===== src/multichannel_newton_interpolator_unit_defines.svh =====
// Assertion helpers for the RTL, used in nmi_back. Each use sits on a line of its own.
`ifndef MULTICHANNEL_NEWTON_INTERPOLATOR_UNIT_DEFINES_SVH
`define MULTICHANNEL_NEWTON_INTERPOLATOR_UNIT_DEFINES_SVH

// Property checked on every rising clock edge, off while reset is held
`define NMI_ASSERT(lbl, prop, msg) \
  lbl: assert property (@(posedge clk_i) disable iff (!rst_ni) prop) else $error(msg);

// Condition that must never be true on a rising clock edge, off while reset is held
`define NMI_ASSERT_NEVER(lbl, cond, msg) \
  lbl: assert property (@(posedge clk_i) disable iff (!rst_ni) !(cond)) else $error(msg);

`endif


===== src/nmi_pkg.sv =====
`timescale 1ns / 1ps
`default_nettype none
package nmi_pkg;

  localparam int unsigned MemWordsDefault = 4096;
  localparam int unsigned FracBits        = 16;
  localparam int unsigned AddrBits        = 12;
  localparam int unsigned SampleBits      = 16;
  localparam int unsigned StrideBits      = 5;
  // widest word index over the supported memory sizes
  localparam int unsigned MaxIdxBits      = 16;
  localparam int unsigned QueueDepth      = 2;

  typedef enum logic {
    OP_LOAD   = 1'b0,
    OP_INTERP = 1'b1
  } opcode_e;

  typedef enum logic [0:0] {
    CFG_ORDER  = 1'b0,
    CFG_STRIDE = 1'b1
  } cfg_reg_e;

  typedef enum logic [1:0] {
    ORDER_NONE   = 2'd0,
    ORDER_LINEAR = 2'd1,
    ORDER_QUAD   = 2'd2,
    ORDER_CUBIC  = 2'd3
  } order_e;

  // One classified item between front and back
  typedef struct packed {
    opcode_e                op;
    logic                   oor;     // load: drop the write; interpolate: neighbour outside
    order_e                 order;   // effective order, linear to cubic
    logic [MaxIdxBits-1:0]  base;    // first word to touch
    logic [StrideBits-1:0]  stride;
    logic [SampleBits-1:0]  sample;
    logic [FracBits-1:0]    frac;
  } job_t;

  // Gathered item handed to the arithmetic pipeline
  typedef struct packed {
    logic                 valid;
    logic                 oor;
    order_e               order;
    logic [FracBits-1:0]  frac;
  } math_in_t;

endpackage
`default_nettype wire


===== src/nmi_queue.sv =====
`timescale 1ns / 1ps
`default_nettype none
module nmi_queue import nmi_pkg::*; (
  input  wire logic clk_i,
  input  wire logic rst_ni,
  input  wire logic push_i,
  input  job_t      job_i,
  output logic      full_o,
  input  wire logic pop_i,
  output logic      valid_o,
  output job_t      head_o
);

  localparam int unsigned PtrBits = (QueueDepth > 1) ? $clog2(QueueDepth) : 1;
  localparam int unsigned CntBits = $clog2(QueueDepth + 1);

  job_t               slot_q [QueueDepth];
  logic [PtrBits-1:0] wr_q, rd_q;
  logic [CntBits-1:0] cnt_q;

  function automatic logic [PtrBits-1:0] nxt(input logic [PtrBits-1:0] p);
    return (p == PtrBits'(QueueDepth - 1)) ? '0 : p + 1'b1;
  endfunction

  // store entries
  always_ff @(posedge clk_i) begin
    if (push_i) begin
      slot_q[wr_q] <= job_i;
    end
  end

  // advance pointers and fill level
  always_ff @(posedge clk_i or negedge rst_ni) begin
    if (!rst_ni) begin
      wr_q  <= '0;
      rd_q  <= '0;
      cnt_q <= '0;
    end else begin
      if (push_i) wr_q <= nxt(wr_q);
      if (pop_i)  rd_q <= nxt(rd_q);
      case ({push_i, pop_i})
        2'b10:   cnt_q <= cnt_q + 1'b1;
        2'b01:   cnt_q <= cnt_q - 1'b1;
        default: cnt_q <= cnt_q;
      endcase
    end
  end

  assign full_o  = (cnt_q == CntBits'(QueueDepth));
  assign valid_o = (cnt_q != '0);
  assign head_o  = slot_q[rd_q];

endmodule
`default_nettype wire


===== config.mk =====
export PLATFORM = sky130hd
export DESIGN_NAME = nmi_queue
export DESIGN_NICKNAME = d
export VERILOG_FILES = /design/src/multichannel_newton_interpolator_unit_defines.svh /design/src/nmi_pkg.sv /design/src/nmi_queue.sv
export SDC_FILE = /design/constraint.sdc
export NUM_CORES = 1
export LEC_CHECK = 0
export BUFFER_PORTS_ARGS = -buffer_cell sky130_fd_sc_hd__buf_2
export CAP_MARGIN = 10
export CORE_MARGIN = 2
export CORE_UTILIZATION = 47
export CTS_BUF_LIST = sky130_fd_sc_hd__clkbuf_4 sky130_fd_sc_hd__clkbuf_8 sky130_fd_sc_hd__clkbuf_16
export CTS_CLUSTER_SIZE = 20
export DETAILED_ROUTE_END_ITERATION = 16
export PLACE_DENSITY_LB_ADDON = 0.12
export SLEW_MARGIN = 0
export SYNTH_ARGS = -nofsm -noshare
export SYNTH_HDL_FRONTEND = slang
export SYNTH_SLANG_ARGS = --single-unit

===== constraint.sdc =====
create_clock -name clk_i -period 4.35 [get_ports clk_i]
set_input_delay 0.2175 -clock clk_i [delete_from_list [all_inputs] [get_ports clk_i]]
set_output_delay 0.2175 -clock clk_i [all_outputs]
set_load 0.005 [all_outputs]

# Word-level counts from Yosys, hierarchy flattened
# Memory sizes are Yosys's and may differ from the RTL's.
# Cells that the tools add are included.
[totals] elab_cells=18 n_memories=1 regBits=4 mem_bits_rw=114
[memory_table] name="slot_q" words=2 width=57 read_ports=1 rd_ports_with_merged_regs=0 write_ports=1 line="nmi_queue.sv:17" source="job_t slot_q [QueueDepth];"
[op_classes] eq_ne=3 mux=5 n_reduce_logical=2 add_sub_neg=4
[ops] op="equality test 2 bit (second input constant)" n=2
[ops] op="2-to-1 mux 1 bit" n=4
[ops] op="case mux 2 bit (2 select lines)" n=1
[ops] op="nonzero test 2 bit" n=2
[ops] op="adder 1 bit (second input constant)" n=2
[ops] op="adder 2 x 1 -> 2 bit (second input constant)" n=1
[ops] op="equality test 2 x 1 -> 1 bit (second input constant)" n=1
[ops] op="subtractor 2 x 1 -> 2 bit (second input constant)" n=1

# Depth between registers and ports, before layout
[depth] ltp_word=2 depth_mapped=5 ltp_nobuf=5

# Worst setup path before layout
# OpenSTA, ideal clock, no wires.
[synth_timing] path_kind="register -> register" from="reg wr_q" to="mem slot_q[0][0] in the netlist's numbering (enable)" path_stages_with_launch=2 path_slack_ps=1085 period_less_slack_ps=3265 arrival_time_ps=2792 t_required_ps=3877 path_buffers=0 cell_sequence="dfrtp_1 -> nor2_1"
[synth_lines] element="start: declaration" line="nmi_queue.sv:18" source="logic [PtrBits-1:0] wr_q, rd_q;"
[synth_lines] element="start signal: assignment" line="nmi_queue.sv:39" source="if (push_i) wr_q <= nxt(wr_q);"
[synth_lines] element="end: declaration" line="nmi_queue.sv:17"
# No word-level cell before the write port.

==> flow_metrics.tcl <==
set metrics [dict create \
    ant_nets 0 \
    clockRootBuffer "clkbuf_8" \
    drt_pre_antenna_iters 4 \
    tritoncts "built" \
    grt_pass1_wl_um 12700 \
    outcome "complete, no violations" \
    dr.first_iter.drc_count 76 \
    endpoint_kind "output pin" \
    clk_pin_slew_ns 0.05 \
    ir_drop_v 0.000309 \
    synth-warning-count 0 \
    start_util 0.478 \
    clock_path_buffers 2 \
    grt_start_max_net_pins 42 \
    cts.hold.buffers_added 60 \
    grt_pass1_vias 2605 \
    power.total_mw 3.75 \
    setup_ws_ns 1.70 \
    worstPathArrival_ns 2.43 \
    worst-r2r-cell-count 2 \
    hold_slack_ns 0.0682 \
    worst_slew_pin_slew_ns 0.957 \
    pre_cts_ws_ns 2.18 \
    fin_crit_ns 2.65 \
    rsz0062_at_grt "no" \
    rr_endpoint "slot_q[1][14]$_DFFE_PP_" \
    dp_hpwl_um 4810 \
    die_width_um 100 \
    clkLatencyLatePin_ns 0.49 \
    r2r_slack_ns 2.35 \
    max_clock_freq_ghz 0.377 \
    syn_nets 255 \
    post-route-period-util 0.609 \
    hold_path.class "in -> async" \
    p_per_area_nw_per_um2 603 \
    io_pins 120 \
    maxCapViolCount 0 \
    gr-usage-all-layers 0.170 \
    rows 35 \
    fin_skew_ns 0.00723 \
    nets 450 \
    hold_viol_final 0 \
    utilization 0.679 \
    ys_seq_area_frac 0.805 \
    final_max_slew_viol_count 0 \
    timing.critical_path.fanout_max 32 \
    startpoint_type "flip-flop" \
    wirelength_um 7990 \
    die_h_um 100 \
    avgSynthCellArea_um2 22.7 \
    grt_remaining_overflow 0 \
    gp_congestion 0.748 \
    antennaDiodeCount 0 \
    leakage_nw 2.46 \
    cp_data_required_time_ns 4.13 \
    synth_cell_type_count 14 \
    port_buffers 119 \
    final.setup.tns_ns 0 \
    synth-seq-cells 118 \
    crit_start "rd_q$_DFFE_PN0P_" \
    post_cts_buffers 0 \
    drive_above_1_share 0.531 \
    max-slew-margin-rel 0.362 \
    report.final.setup_viol 0 \
    cts_max_level 4 \
    crit_end "head_o[1]" \
    cts.sinks 118 \
    r2r_start "wr_q$_DFFE_PN0P_" \
    wire_per_inst_um 15.7 \
    cts_buffers 17 \
    critPathKind "reg -> out" \
    post_cts_resized 0 \
    area_growth_pct 42.0 \
    die_area_um2 10100 \
    antenna_found_initial 0 \
    core-area_um2 9150 \
    syn_inst 193 \
    synth.cell_area_um2 4380 \
    vias 2406 \
    vias_per_cell 4.72 \
    drc 0 \
]
[area by class of cell]
| class | count | area, um2 |
|---|---|---|
| Sequential cell | 118 | 3520 |
| Fill cell | 618 | 2940 |
| Timing Repair Buffer | 182 | 1220 |
| Multi-Input combinational cell | 68 | 808 |
| Clock buffer | 19 | 429 |
| Tap cell | 111 | 139 |
| Clock inverter | 11 | 87.6 |
| Inverter | 1 | 3.75 |
[kinds of logic after synthesis]
family / Yosys count / share of synthesized area
muxes: 57 / 0.164
xor gates and xnor gates: 5 / 0.0100
and+or+nand+nor: 5 / 0.00601
buffers and inverters: 7 / 0.0120
adders and majority gates: 1 / 0.00286
DFF: 118 / 0.805
[worst max-delay path, stage by stage (launching register included)]
cell,delay [ns]
dfrtp_2,0.88
buf_4,0.53
mux2_2,0.39
buf_2,0.13
[placed cells by master (no fill, tap or decap), types with 2 or more instances in the layout]
cell,synthesis,layout
buf_2,3,119
edfxtp_1,114,114
dlygate4sd3_1,0,60
mux2_2,37,37
mux2_4,20,20
clkbuf_16,0,16
clkinv_2,0,6
xor2_1,3,3
dfrtp_1,4,3
buf_4,0,3
xnor2_1,2,2
clkinvlp_4,0,2
clkbuf_4,0,2
[state kept, by name (all words and copies together) (netlist names)]
register  flops
cnt_q         2
rd_q          1
slot_q      114
wr_q          1
[through the flow]
| stage | std cells | area (um2) |
|---|---|---|
| floorplan | 193 | 4380 |
| global placement | 420 | 5090 |
| detailed placement | 420 | 5090 |
| CTS | 510 | 6210 |
| global route | 510 | 6210 |
| finish | 510 | 6210 |
[synthesized netlist by cell type]
| library cell | instances | area [um2] |
|---|---|---|
| xor2_1 | 3 | 26.3 |
| dfrtp_1 | 4 | 100 |
| buf_6 | 3 | 33.8 |
| and2_1 | 1 | 6.26 |
| buf_2 | 3 | 15.0 |
| nor2_1 | 2 | 7.51 |
| ha_1 | 1 | 12.5 |
| xnor2_1 | 2 | 17.5 |
| or2_2 | 1 | 6.26 |
| mux2_2 | 37 | 417 |
| inv_1 | 1 | 3.75 |
| edfxtp_1 | 114 | 3420 |
| nor2b_1 | 1 | 6.26 |
| mux2_4 | 20 | 300 |
[power breakdown]
part / internal (mW) / leakage (nW) / switching [mW]
Clock: 0.752 / 0.257 / 0.446
Combinational: 0.524 / 1.09 / 0.388
Sequential: 1.51 / 1.12 / 0.123
[metal layers]
metal | vias up | wire length, um | GRT usage
met5 | - | 0 | 0
met4 | 0 | 134 | 0.0674
met3 | 13 | 491 | 0.0673
met2 | 86 | 4010 | 0.276
met1 | 1153 | 3360 | 0.206
li1 | 1154 | - | -
[how the worst min path moves through the flow]
stage,from,slack (ns),cells after the start,end
floorplan,rst_ni,-0.08,0,cnt_q[0]$_DFFE_PN0P_
global placement,rst_ni,0.03,1,cnt_q[1]$_DFFE_PN0P_
detailed placement,rst_ni,0.03,1,cnt_q[1]$_DFFE_PN0P_
CTS,rst_ni,0.03,2,cnt_q[1]$_DFFE_PN0P_
global route,rst_ni,0.06,2,cnt_q[1]$_DFFE_PN0P_
finish,rst_ni,0.07,2,cnt_q[1]$_DFFE_PN0P_
No activity file was read; power rests on OpenSTA's default activity.
