**src/multichannel_newton_interpolator_unit_defines.svh**
```systemverilog
// Assertion helpers for the RTL, used in nmi_back. Each use sits on a line of its own.
`ifndef MULTICHANNEL_NEWTON_INTERPOLATOR_UNIT_DEFINES_SVH
`define MULTICHANNEL_NEWTON_INTERPOLATOR_UNIT_DEFINES_SVH

// Property checked on every rising clock edge, off while reset is held
`define NMI_ASSERT(lbl, prop, msg) \
  lbl: assert property (@(posedge clk_i) disable iff (!rst_ni) prop) else $error(msg);

// Condition that must never be true on a rising clock edge, off while reset is held
`define NMI_ASSERT_NEVER(lbl, cond, msg) \
  lbl: assert property (@(posedge clk_i) disable iff (!rst_ni) !(cond)) else $error(msg);

`endif

```
**src/nmi_pkg.sv**
```systemverilog
`timescale 1ns / 1ps
`default_nettype none
package nmi_pkg;

  localparam int unsigned MemWordsDefault = 4096;
  localparam int unsigned FracBits        = 16;
  localparam int unsigned AddrBits        = 12;
  localparam int unsigned SampleBits      = 16;
  localparam int unsigned StrideBits      = 5;
  // widest word index over the supported memory sizes
  localparam int unsigned MaxIdxBits      = 16;
  localparam int unsigned QueueDepth      = 2;

  typedef enum logic {
    OP_LOAD   = 1'b0,
    OP_INTERP = 1'b1
  } opcode_e;

  typedef enum logic [0:0] {
    CFG_ORDER  = 1'b0,
    CFG_STRIDE = 1'b1
  } cfg_reg_e;

  typedef enum logic [1:0] {
    ORDER_NONE   = 2'd0,
    ORDER_LINEAR = 2'd1,
    ORDER_QUAD   = 2'd2,
    ORDER_CUBIC  = 2'd3
  } order_e;

  // One classified item between front and back
  typedef struct packed {
    opcode_e                op;
    logic                   oor;     // load: drop the write; interpolate: neighbour outside
    order_e                 order;   // effective order, linear to cubic
    logic [MaxIdxBits-1:0]  base;    // first word to touch
    logic [StrideBits-1:0]  stride;
    logic [SampleBits-1:0]  sample;
    logic [FracBits-1:0]    frac;
  } job_t;

  // Gathered item handed to the arithmetic pipeline
  typedef struct packed {
    logic                 valid;
    logic                 oor;
    order_e               order;
    logic [FracBits-1:0]  frac;
  } math_in_t;

endpackage
`default_nettype wire

```
**src/nmi_front.sv**
```systemverilog
`timescale 1ns / 1ps
`default_nettype none
module nmi_front import nmi_pkg::*; #(
  parameter int unsigned MEM_WORDS = MemWordsDefault
) (
  input  wire logic                  clk_i,
  input  wire logic                  rst_ni,
  input  wire logic                  cfg_valid_i,
  output logic                       cfg_ready_o,
  input  wire logic [0:0]            cfg_index_i,
  input  wire logic [StrideBits-1:0] cfg_data_i,
  input  wire logic                  in_valid_i,
  output logic                       in_ready_o,
  input  wire logic                  in_op_i,
  input  wire logic [AddrBits-1:0]   in_addr_i,
  input  wire logic [SampleBits-1:0] in_sample_i,
  input  wire logic [FracBits-1:0]   in_frac_i,
  input  wire logic                  full_i,
  output logic                       push_o,
  output job_t                       job_o
);

  localparam int unsigned MW = $clog2(MEM_WORDS);
  localparam int unsigned IW = ((MW > AddrBits) ? MW : AddrBits) + 2;
  localparam logic signed [IW-1:0] Limit = IW'(MEM_WORDS);

  order_e                order_q;
  logic [StrideBits-1:0] stride_q;
  order_e                eff_order;
  opcode_e               op;
  logic                  cubic;
  logic signed [IW-1:0]  addr_s, stride_s, base_s, span_s, top_s;
  logic                  interp_oor, load_oor;

  // configuration registers
  always_ff @(posedge clk_i or negedge rst_ni) begin
    if (!rst_ni) begin
      order_q  <= ORDER_CUBIC;
      stride_q <= StrideBits'(1);
    end else if (cfg_valid_i) begin
      case (cfg_reg_e'(cfg_index_i))
        CFG_ORDER:  order_q  <= order_e'(cfg_data_i[1:0]);
        CFG_STRIDE: stride_q <= cfg_data_i;
        default: ;
      endcase
    end
  end

  assign cfg_ready_o = 1'b1;

  // classify the beat and check the neighbour window against the memory
  always_comb begin
    op        = opcode_e'(in_op_i);
    eff_order = (order_q == ORDER_NONE) ? ORDER_LINEAR : order_q;
    cubic     = (op == OP_INTERP) && (eff_order == ORDER_CUBIC);
    addr_s    = $signed({{(IW-AddrBits){1'b0}}, in_addr_i});
    stride_s  = $signed({{(IW-StrideBits){1'b0}}, stride_q});
    base_s    = cubic ? (addr_s - stride_s) : addr_s;
    case (eff_order)
      ORDER_QUAD:  span_s = stride_s <<< 1;
      ORDER_CUBIC: span_s = (stride_s <<< 1) + stride_s;
      default:     span_s = stride_s;
    endcase
    top_s      = base_s + span_s;
    interp_oor = (base_s < 0) || (top_s >= Limit);
    load_oor   = (addr_s >= Limit);

    job_o.op     = op;
    job_o.oor    = (op == OP_LOAD) ? load_oor : interp_oor;
    job_o.order  = eff_order;
    job_o.base   = MaxIdxBits'($unsigned(base_s));
    job_o.stride = stride_q;
    job_o.sample = in_sample_i;
    job_o.frac   = in_frac_i;
  end

  assign in_ready_o = !full_i;
  assign push_o     = in_valid_i && !full_i;

endmodule
`default_nettype wire

```
**config.mk**
```make
export PLATFORM = sky130hd
export DESIGN_NAME = nmi_front
export DESIGN_NICKNAME = d
export VERILOG_FILES = /design/src/multichannel_newton_interpolator_unit_defines.svh /design/src/nmi_pkg.sv /design/src/nmi_front.sv
export SDC_FILE = /design/constraint.sdc
export NUM_CORES = 1
export LEC_CHECK = 0
export BUFFER_PORTS_ARGS = -buffer_cell sky130_fd_sc_hd__buf_2
export CAP_MARGIN = 20
export CORE_ASPECT_RATIO = 2
export CORE_MARGIN = 3
export CORE_UTILIZATION = 40
export CTS_BUF_LIST = sky130_fd_sc_hd__clkbuf_8
export DETAILED_ROUTE_END_ITERATION = 10
export PLACE_DENSITY = 0.82
export SLEW_MARGIN = 30
export SYNTH_ARGS = -nofsm -noshare
export SYNTH_HDL_FRONTEND = slang
export SYNTH_SLANG_ARGS = --single-unit
```
**constraint.sdc**
```tcl
create_clock -name clk_i -period 5.6 [get_ports clk_i]
set_input_delay 0.28 -clock clk_i [delete_from_list [all_inputs] [get_ports clk_i]]
set_output_delay 0.28 -clock clk_i [all_outputs]
set_load 0.02 [all_outputs]
```
## Word-level counts from Yosys, hierarchy flattened

Index checks and enable logic that the tools add are counted.

| storage, ports and cells | value |
|---|---|
| register bits | 7 |
| output and inout bits | 60 |
| bits of input ports | 56 |
| word-level logic and storage cells | 21 |

| operators by class | value |
|---|---|
| muxes and demuxes | 4 |
| equality and inequality tests | 2 |
| bitwise gates (word level) | 1 |
| $lt $le $gt $ge | 2 |
| $add $sub $neg | 3 |
| reductions and logical operators | 7 |

Operators by type and width:

| kind | count |
|---|---|
| $add A14 B8 Y14 | 1 |
| $ge A14 B14 Y1 const B | 1 |
| $lt A14 B1 Y1 const B | 1 |
| $mux W14 | 1 |
| $pmux W7 S2 | 1 |
| $sub A12 B5 Y13 | 1 |
| $add A6 B5 Y7 | 1 |
| $eq A2 B2 Y1 const B | 2 |
| $reduce_and A2 Y1 | 2 |
| $logic_and A1 B1 Y1 | 2 |
| $logic_not A2 Y1 | 1 |
| $mux W2 | 1 |
| $logic_not A1 Y1 | 1 |
| $logic_or A1 B1 Y1 | 1 |
| $mux W1 | 1 |
| $not A1 Y1 | 1 |

## Depth between registers and ports, before layout

Gate-level depths: netlist of the first run.

| logic depth | value |
|---|---|
| word-level depth | 9 |
| depth in mapped cells | 15 |
| mapped depth without buffers | 15 |

## Worst setup path before layout of the first run

No wires, ideal clock.

| path | value |
|---|---|
| path kind | register to output |
| start | register stride_q[1] |
| end | output job_o[55] in the netlist's numbering |
| path buffers | 0 |
| setup slack | 2.320 ns |
| data required time | 5.320 ns |
| cell stages (with the launch flop) | 14 |
| arrival | 3.000 ns |
| path through | dfrtp_1 -> inv_1 -> ha_1 -> nor2b_1 -> o2111ai_1 -> nand2_1 -> nor3_1 -> xor2_1 -> ha_1 -> o21a_1 -> o21ai_0 -> a21oi_1 -> nand4_1 -> o21bai_1 |

RTL lines:

| what | RTL line | source |
|---|---|---|
| from (decl) | nmi_front.sv:28 | `logic [StrideBits-1:0] stride_q;` |
| from (signal assigned) | nmi_front.sv:39 | `stride_q <= StrideBits'(1);` |
| from (signal assigned) | nmi_front.sv:43 | `CFG_STRIDE: stride_q <= cfg_data_i;` |
| to (decl) | nmi_front.sv:20 | `output job_t job_o` |

==> results.md, run 1 <==
- Antenna violations before repair: 0
- Final hold vios: 0
- Gate Count Post-Synth: 171
- Crit-path max FO: 7
- Crit. End Element: output port
- Worst EP required: 5.32 ns
- Worst Hold Launch: cfg_data_i[3]
- Via count: 1172
- Starting Density: 0.422
- CP max stage delay: 0.47 ns
- Fin cells: 232
- Clk sinks: 7
- CTS Buf Count: 3
- Syn Area/Cell: 8.42 um^2
- Max-cap viol count: 0
- Yosys reg bits: 7
- Worst Hold Path EP: stride_q[3]$_DFFE_PN0P_
- Area grow syn2layout: 4.08%
- Final period util: 0.620
- Post-synthesis cell type count: 41
- DRT Pass-1 Iters: 4
- Fmax: 288 MHz
- Fin area: 1500 um^2
- Detail Route Antenna Nets: 0
- Ys Warns: 0
- Ys flop type: dfrtp_1
- RSZ-0062 raised after global routing: no
- Clk pin slew, worst setup/hold paths: 0.04 ns
- Slowest stage cell, crit path: dfrtp_1
- Chip Width: 48.4 um
- Reg-to-reg slack, setup: 4.67 ns
- Crit-path most repeated cell: ha_1
- Core Rows: 30
- Post-CTS Resized: 0
- Final setup viols: 0
- Die height: 90.9 um
- Max-slew violation count: 0
- CTS Hold Buffers Added: 1
- DRC viols: 0
- Setup WS pre-CTS: 2.42 ns
- Worst skew pair latency: 0.23 ns
- Synth top area cells: buf_4 (19%), ha_1 (14%), dfrtp_1 (7.0%)
- Final min period: 3.47 ns
- Combined area of the multi-input logic cells: 931 um^2
- Fillers: 350
- R2R depth: 1
- Yosys top cell by area: buf_4
- Pin count of the biggest net entering global routing: 15
- CP cell instances: inv_1, ha_1, nor2b_1, o2111ai_1, nand2_1, nor3_1, xor2_1, ha_1, o21a_1, o21ai_0, a21oi_1, nand4_1, o21bai_1, buf_2
- Placed insts: 227
- First-pass GRT wire length: 4900 um
- Initial drt markers: 13
- Worst Path Buf+Inv: 2
- Gr ovfl total: 0
- Layout cell share with drive strength beyond 1: 0.353
- Deepest clock path buffer count: 2
- Max rail drop VDD: 0.183 mV
- Post-Syn Area: 1440 um^2
- WS Path Type: reg2out
- Setup bufs post-CTS: 0
- Final Skew: 0 ns
- Total chip power: 342 uW
- Pwr dens: 228 nW/um^2
- Die area: 4400 um^2
- Final net count: 260
- Status: complete, no violations
- Sequential cell area: 179 um^2
- Worst hold path type: in2reg
- CTS tree: done
- Clk root buf: clkbuf_8
- Number of synthesized flops with an enable pin: 0
- Register area share after synthesis: 0.124
- FFs w/ async S/R, synth: 1.00
- Vias in the first global route: 1169
- CP Launch Type: register
- Top-area cell type share of the netlist area: 0.193
- GPL Wtd Cong: 0.841
- P_leak: 0.000765 uW
- DRT Wirelength: 2990 um
- Setup tns final: 0 ns
- Dpl cell area: 1440 um^2
- Reg2reg start: order_q[1]$_DFFE_PN1P_
- Hold path depth: 2
- Core area: 3420 um^2
- Arr. time, crit path: 3.19 ns
- Port-buffer cells: 48
- Vias per cell: 5.05
- DR WL/cell: 12.9 um
- Ports: 116
- DP HPWL: 2620 um
- Fin worst setup slack: 2.13 ns
- H-tree levels: 1
- R2r endpoint: order_q[1]$_DFFE_PN1P_
- CP top delay family: compound AO/OA/AOI/OAI gates
- # diodes: 0
- Worst setup startpoint: stride_q[1]$_DFFE_PN0P_
- GRT Resource Usage Total: 0.138
==> cells in the mapped netlist (2+ instances only) <==
cell      number
clkbuf_1       3
a21o_1         2
conb_1         2
buf_4         37
dfstp_2        3
o21a_1         2
fa_1           3
xor2_1         6
nor3_1         3
a21oi_1        7
inv_1          9
nand4b_1       2
nor2b_1        6
ha_1          16
dfrtp_1        4
mux2i_1        4
nand2_1        9
nand2b_1       2
mux2_2         7
and2_1         2
xnor2_1        6
o21ai_0       11
nor2_1         7
==> worst max path at each step <==
stage | end | slack, ns | depth (start not counted)
floorplan | job_o[55] | 2.32 | 13
global placement | job_o[55] | 2.48 | 14
detailed placement | job_o[55] | 2.42 | 14
CTS | job_o[55] | 2.17 | 14
global route | job_o[55] | 1.97 | 14
finish | job_o[55] | 2.13 | 14
==> cell families (layout without fill, tap and decap cells) <==
family / count (synthesis) / count (layout) / synth area share
DFF: 7 / 7 / 0.124
other: 2 / 3 / 0.00521
xor gates and xnor gates: 12 / 12 / 0.0730
adders and majority gates: 19 / 19 / 0.181
AOI/OAI and AO/OA: 28 / 28 / 0.118
buffers and inverters: 50 / 62 / 0.232
muxes: 11 / 11 / 0.0825
and+or+nand+nor: 42 / 42 / 0.184
==> flip-flops by register name, indices dropped and copies added (netlist names) <==
register	count
order_q	2
stride_q	5
==> metal layers <==
metal	part of all wire	global-route usage	up-vias	wire (um)
met5	0	0	-	0
met4	0.049	0.102	0	145
met3	0.074	0.0198	21	222
met2	0.58	0.285	41	1730
met1	0.30	0.108	538	883
li1	-	-	572	-
==> report_power, final <==
group	internal (uW)	switching, uW	leakage, uW	total [uW]
Clock	47.3	21.1	0.0000269	68.4
Sequential	61.1	18.5	0.0000785	79.6
Combinational	86.4	108	0.000660	194
==> metrics by stage <==
stage / hold slack, ns / utilization
after floorplan: -0.0156 / -
after global placement: 0.114 / 0.423
after detailed placement: 0.114 / 0.423
after CTS: 0.281 / 0.439
after global routing: 0.290 / 0.439
final: 0.288 / 0.439
==> layout by cell type (no fill, tap or decap), types with 2 or more instances in the layout <==
| master | n |
|---|---|
| and2_1 | 2 |
| mux2_2 | 7 |
| nand2_1 | 9 |
| buf_2 | 48 |
| nor3_1 | 3 |
| dfstp_2 | 3 |
| a21oi_1 | 7 |
| inv_1 | 10 |
| conb_1 | 3 |
| xnor2_1 | 6 |
| xor2_1 | 6 |
| a21o_1 | 2 |
| fa_1 | 3 |
| nand2b_1 | 2 |
| clkbuf_8 | 3 |
| mux2i_1 | 4 |
| nor2_1 | 7 |
| o21ai_0 | 11 |
| dfrtp_1 | 4 |
| ha_1 | 16 |
| o21a_1 | 2 |
| nand4b_1 | 2 |
| nor2b_1 | 6 |
==> layout make-up <==
cell class | count | share of cell area
Multi-Input combinational cell | 115 | 0.621
Timing Repair Buffer | 49 | 0.167
Sequential cell | 7 | 0.119
Tap cell | 48 | 0.0401
Clock buffer | 3 | 0.0275
Inverter | 9 | 0.0225
Clock inverter | 1 | 0.00250
(Power assumes the default switching activity.)
==> inputs of run 2 (changes only) <==
- ABC_AREA: not set -> 1
- CORE_UTILIZATION: 40 -> 38
- PLACE_DENSITY: 0.82 -> 0.79
- clock period: 5.6 -> 3.1 ns (I/O delays scaled with it)
==> run 2 against run 1 <==
Against the previous run: cell count grew 30%; sequential share of layout area down 1.2 points; cell area is 11% higher; synthesized area grew 8.1%; wire length is 21% higher; setup slack got worse by 2.1 ns; hold slack lost 0.11 ns; register-to-register slack worse by 2.4 ns; critical path type unchanged; largest power group unchanged; highest routed layer unchanged.
==> results.md, run 2 <==
- Final min period: 3.08 ns
- Antenna violations before repair: 0 (unchanged)
- Combined area of the multi-input logic cells: 945 um^2 (+1.5%)
- Worst EP required: 2.94 ns (-2.38 ns)
- Port-buffer cells: 48 (unchanged)
- Clk sinks: 7 (unchanged)
- Vias in the first global route: 1452 (+24%)
- Ports: 116 (unchanged)
- R2r endpoint: stride_q[0]$_DFFE_PN1P_
- Hold path depth: 3 (+1)
- Crit. End Element: output port
- Worst skew pair latency: 0.23 ns (about the same)
- Max-cap viol count: 0 (unchanged)
- Yosys reg bits: 7 (unchanged)
- Gate Count Post-Synth: 233 (+36%)
- R2R depth: 3 (+2)
- Top-area cell type share of the netlist area: 0.183 (-0.00960)
- Synth top cells by count: nand2_1 (47), inv_1 (39), buf_4 (38), nor2_1 (17), ha_1 (16)
- First-pass GRT wire length: 5800 um (+18%)
- Top flop regs: stride_q: 5 flops, order_q: 2 flops
- CP Launch Type: register
- Layout cell share with drive strength beyond 1: 0.303 (-0.0505)
- Deepest clock path buffer count: 2 (unchanged)
- DRT Pass-1 Iters: 4 (unchanged)
- Via count: 1450 (+24%)
- H-tree levels: 1 (unchanged)
- # diodes: 0 (unchanged)
- Die height: 96.5 um (+6.2%)
- Die area: 4950 um^2 (+12%)
- Fin area: 1670 um^2 (+11%)
- Dpl cell area: 1580 um^2 (+9.4%)
- Fmax: 324 MHz
- Number of synthesized flops with an enable pin: 0 (unchanged)
- Final net count: 327 (+26%)
- Crit-path max FO: 3 (-4)
- Max-slew violation count: 0 (unchanged)
- Ys flop type: dfrtp_1
- Max reg flops: 5 (unchanged)
- Core area: 3880 um^2 (+14%)
- Vias per cell: 4.80 (-5.0%)
- Status: complete, no violations
- Clk pin slew, worst setup/hold paths: 0.04 ns (about the same)
- Fillers: 421 (+20%)
- Pwr dens: 357 nW/um^2 (+57%)
- Worst Hold Launch: cfg_data_i[2]
- Clk root buf: clkbuf_8
- WS Path Type: reg2out
- Final Skew: 0 ns (unchanged)
- DRT Wirelength: 3610 um (+21%)
- Total chip power: 596 uW (+74%)
- Post-Syn Area: 1560 um^2 (+8.1%)
- Starting Density: 0.401 (-0.0208)
- Gr ovfl total: 0 (unchanged)
- P_leak: 0.000939 uW (+23%)
- Arr. time, crit path: 2.93 ns (-0.26 ns)
- Post-synthesis cell type count: 29 (-29%)
- Most common cell in the netlist: nand2_1
- Final setup viols: 0 (unchanged)
- CTS Buf Count: 3 (unchanged)
- CTS tree: done
- Detail Route Antenna Nets: 0 (unchanged)
- DRC viols: 0 (unchanged)
- GPL Wtd Cong: 0.805 (-4.3%)
- Register area share after synthesis: 0.115 (-0.00929)
- Commonest non-fill, non-tap cell in the layout: buf_2
- Reg-to-reg slack, setup: 2.23 ns (-2.44 ns)
- Final hold vios: 0 (unchanged)
- Sequential cell area: 180 um^2 (+0.70%)
- FFs w/ async S/R, synth: 1.00 (unchanged)
- Max rail drop VDD: 0.242 mV (+32%)
- RSZ-0062 raised after global routing: yes
- Area grow syn2layout: 7.31%
- Core Rows: 32 (+6.7%)
- Synth top area cells: buf_4 (18%), ha_1 (13%), nand2_1 (11%)
- Worst Hold Path EP: stride_q[2]$_DFFE_PN0P_
- Syn Area/Cell: 6.68 um^2 (-21%)
- GRT Resource Usage Total: 0.151 (+0.0130)
- Final period util: 0.995
- Yosys top cell by area: buf_4
- DP HPWL: 3130 um (+19%)
- Worst hold path type: in2reg
- Initial drt markers: 17 (+4)
- DR WL/cell: 12.0 um (-7.0%)
- Ys Warns: 0 (unchanged)
- Pin count of the biggest net entering global routing: 14 (-1)
- Chip Width: 51.3 um (+5.8%)
- Most frequent cells in the layout: buf_2 (47), nand2_1 (46), inv_1 (39)
- Reg2reg start: stride_q[0]$_DFFE_PN1P_
- Top reg by flops: stride_q
## run 2: area by class of cell
cell class | count | share of cell area
inverter | 41 | 0.0921
timing repair buffer | 53 | 0.169
tap | 51 | 0.0382
clock inverter | 1 | 0.00225
clock buffer | 3 | 0.0247
sequential | 7 | 0.108
multi-input combinational | 146 | 0.566
## run 2: layer usage
metal,track usage,routed length [um],vias up
met5,0,0,-
met4,0.109,182,0
met3,0.0184,294,27
met2,0.314,1960,65
met1,0.120,1170,633
li1,-,-,725
## run 2: power breakdown
| group | internal (uW) | leakage, uW | switching [uW] | total (uW) |
|---|---|---|---|---|
| logic | 134 | 0.000837 | 214 | 348 |
| registers | 108 | 0.0000753 | 17.8 | 126 |
| clock network | 85.4 | 0.0000269 | 37.5 | 123 |
## run 2: critical path, cell delays in order (launching register included)
cell	delay, ns
dfstp_2	0.54
ha_1	0.16
inv_2	0.04
fa_2	0.34
inv_1	0.06
a21oi_1	0.05
o21ai_1	0.11
nand2_1	0.08
o21ai_1	0.11
a21oi_1	0.06
ha_1	0.30
nand2_1	0.05
inv_1	0.06
nand4_1	0.08
nand3_1	0.08
nand2_1	0.06
nand2_2	0.06
nand3_2	0.07
nor2_2	0.07
nand2_1	0.06
a21oi_2	0.11
buf_4	0.14
## run 2: timing repair
action,4_1_cts,5_1_grt
endpoints found under the hold margin,7,0
setup buffers,3,0
endpoints found under the setup margin,1,1
hold buffers,1,0
gates resized for setup,5,3
## run 2: logic make-up (layout without fill, tap and decap cells)
group / after synthesis / after routing / share of synthesized area
other: 2 / 3 / 0.00482
adder cells (fa/ha/maj): 19 / 19 / 0.167
XOR/XNOR: 8 / 8 / 0.0498
AND/OR/NAND/NOR: 87 / 87 / 0.274
AO/OA/AOI/OAI: 29 / 29 / 0.102
flip-flops: 7 / 7 / 0.115
buffers and inverters: 81 / 98 / 0.287
## run 2: worst max-delay path by stage
stage / from / to / slack, ns
2_1_floorplan: stride_q[2]$_DFFE_PN0P_ / job_o[55] / 0.05
3_3_place_gp: stride_q[0]$_DFFE_PN1P_ / job_o[55] / 0.17
3_5_place_dp: stride_q[0]$_DFFE_PN1P_ / job_o[55] / 0.08
4_1_cts: stride_q[0]$_DFFE_PN1P_ / job_o[55] / 0.005
5_1_grt: stride_q[0]$_DFFE_PN1P_ / job_o[55] / -0.25
6_report: stride_q[0]$_DFFE_PN1P_ / job_o[55] / 0.02
## run 2: per-stage QoR
step | utilization | std cells | setup TNS, ns | hold WS (ns) | worst slack [ns]
CTS | 0.429 | 302 | 0 | 0.175 | 0.00507
global route | 0.430 | 302 | -0.254 | 0.197 | -0.254
global placement | 0.407 | 294 | 0 | -0.00750 | 0.166
detailed placement | 0.407 | 294 | 0 | -0.00525 | 0.0833
floorplan | - | 234 | 0 | -0.141 | 0.0470
finish | 0.430 | 302 | 0 | 0.176 | 0.0164
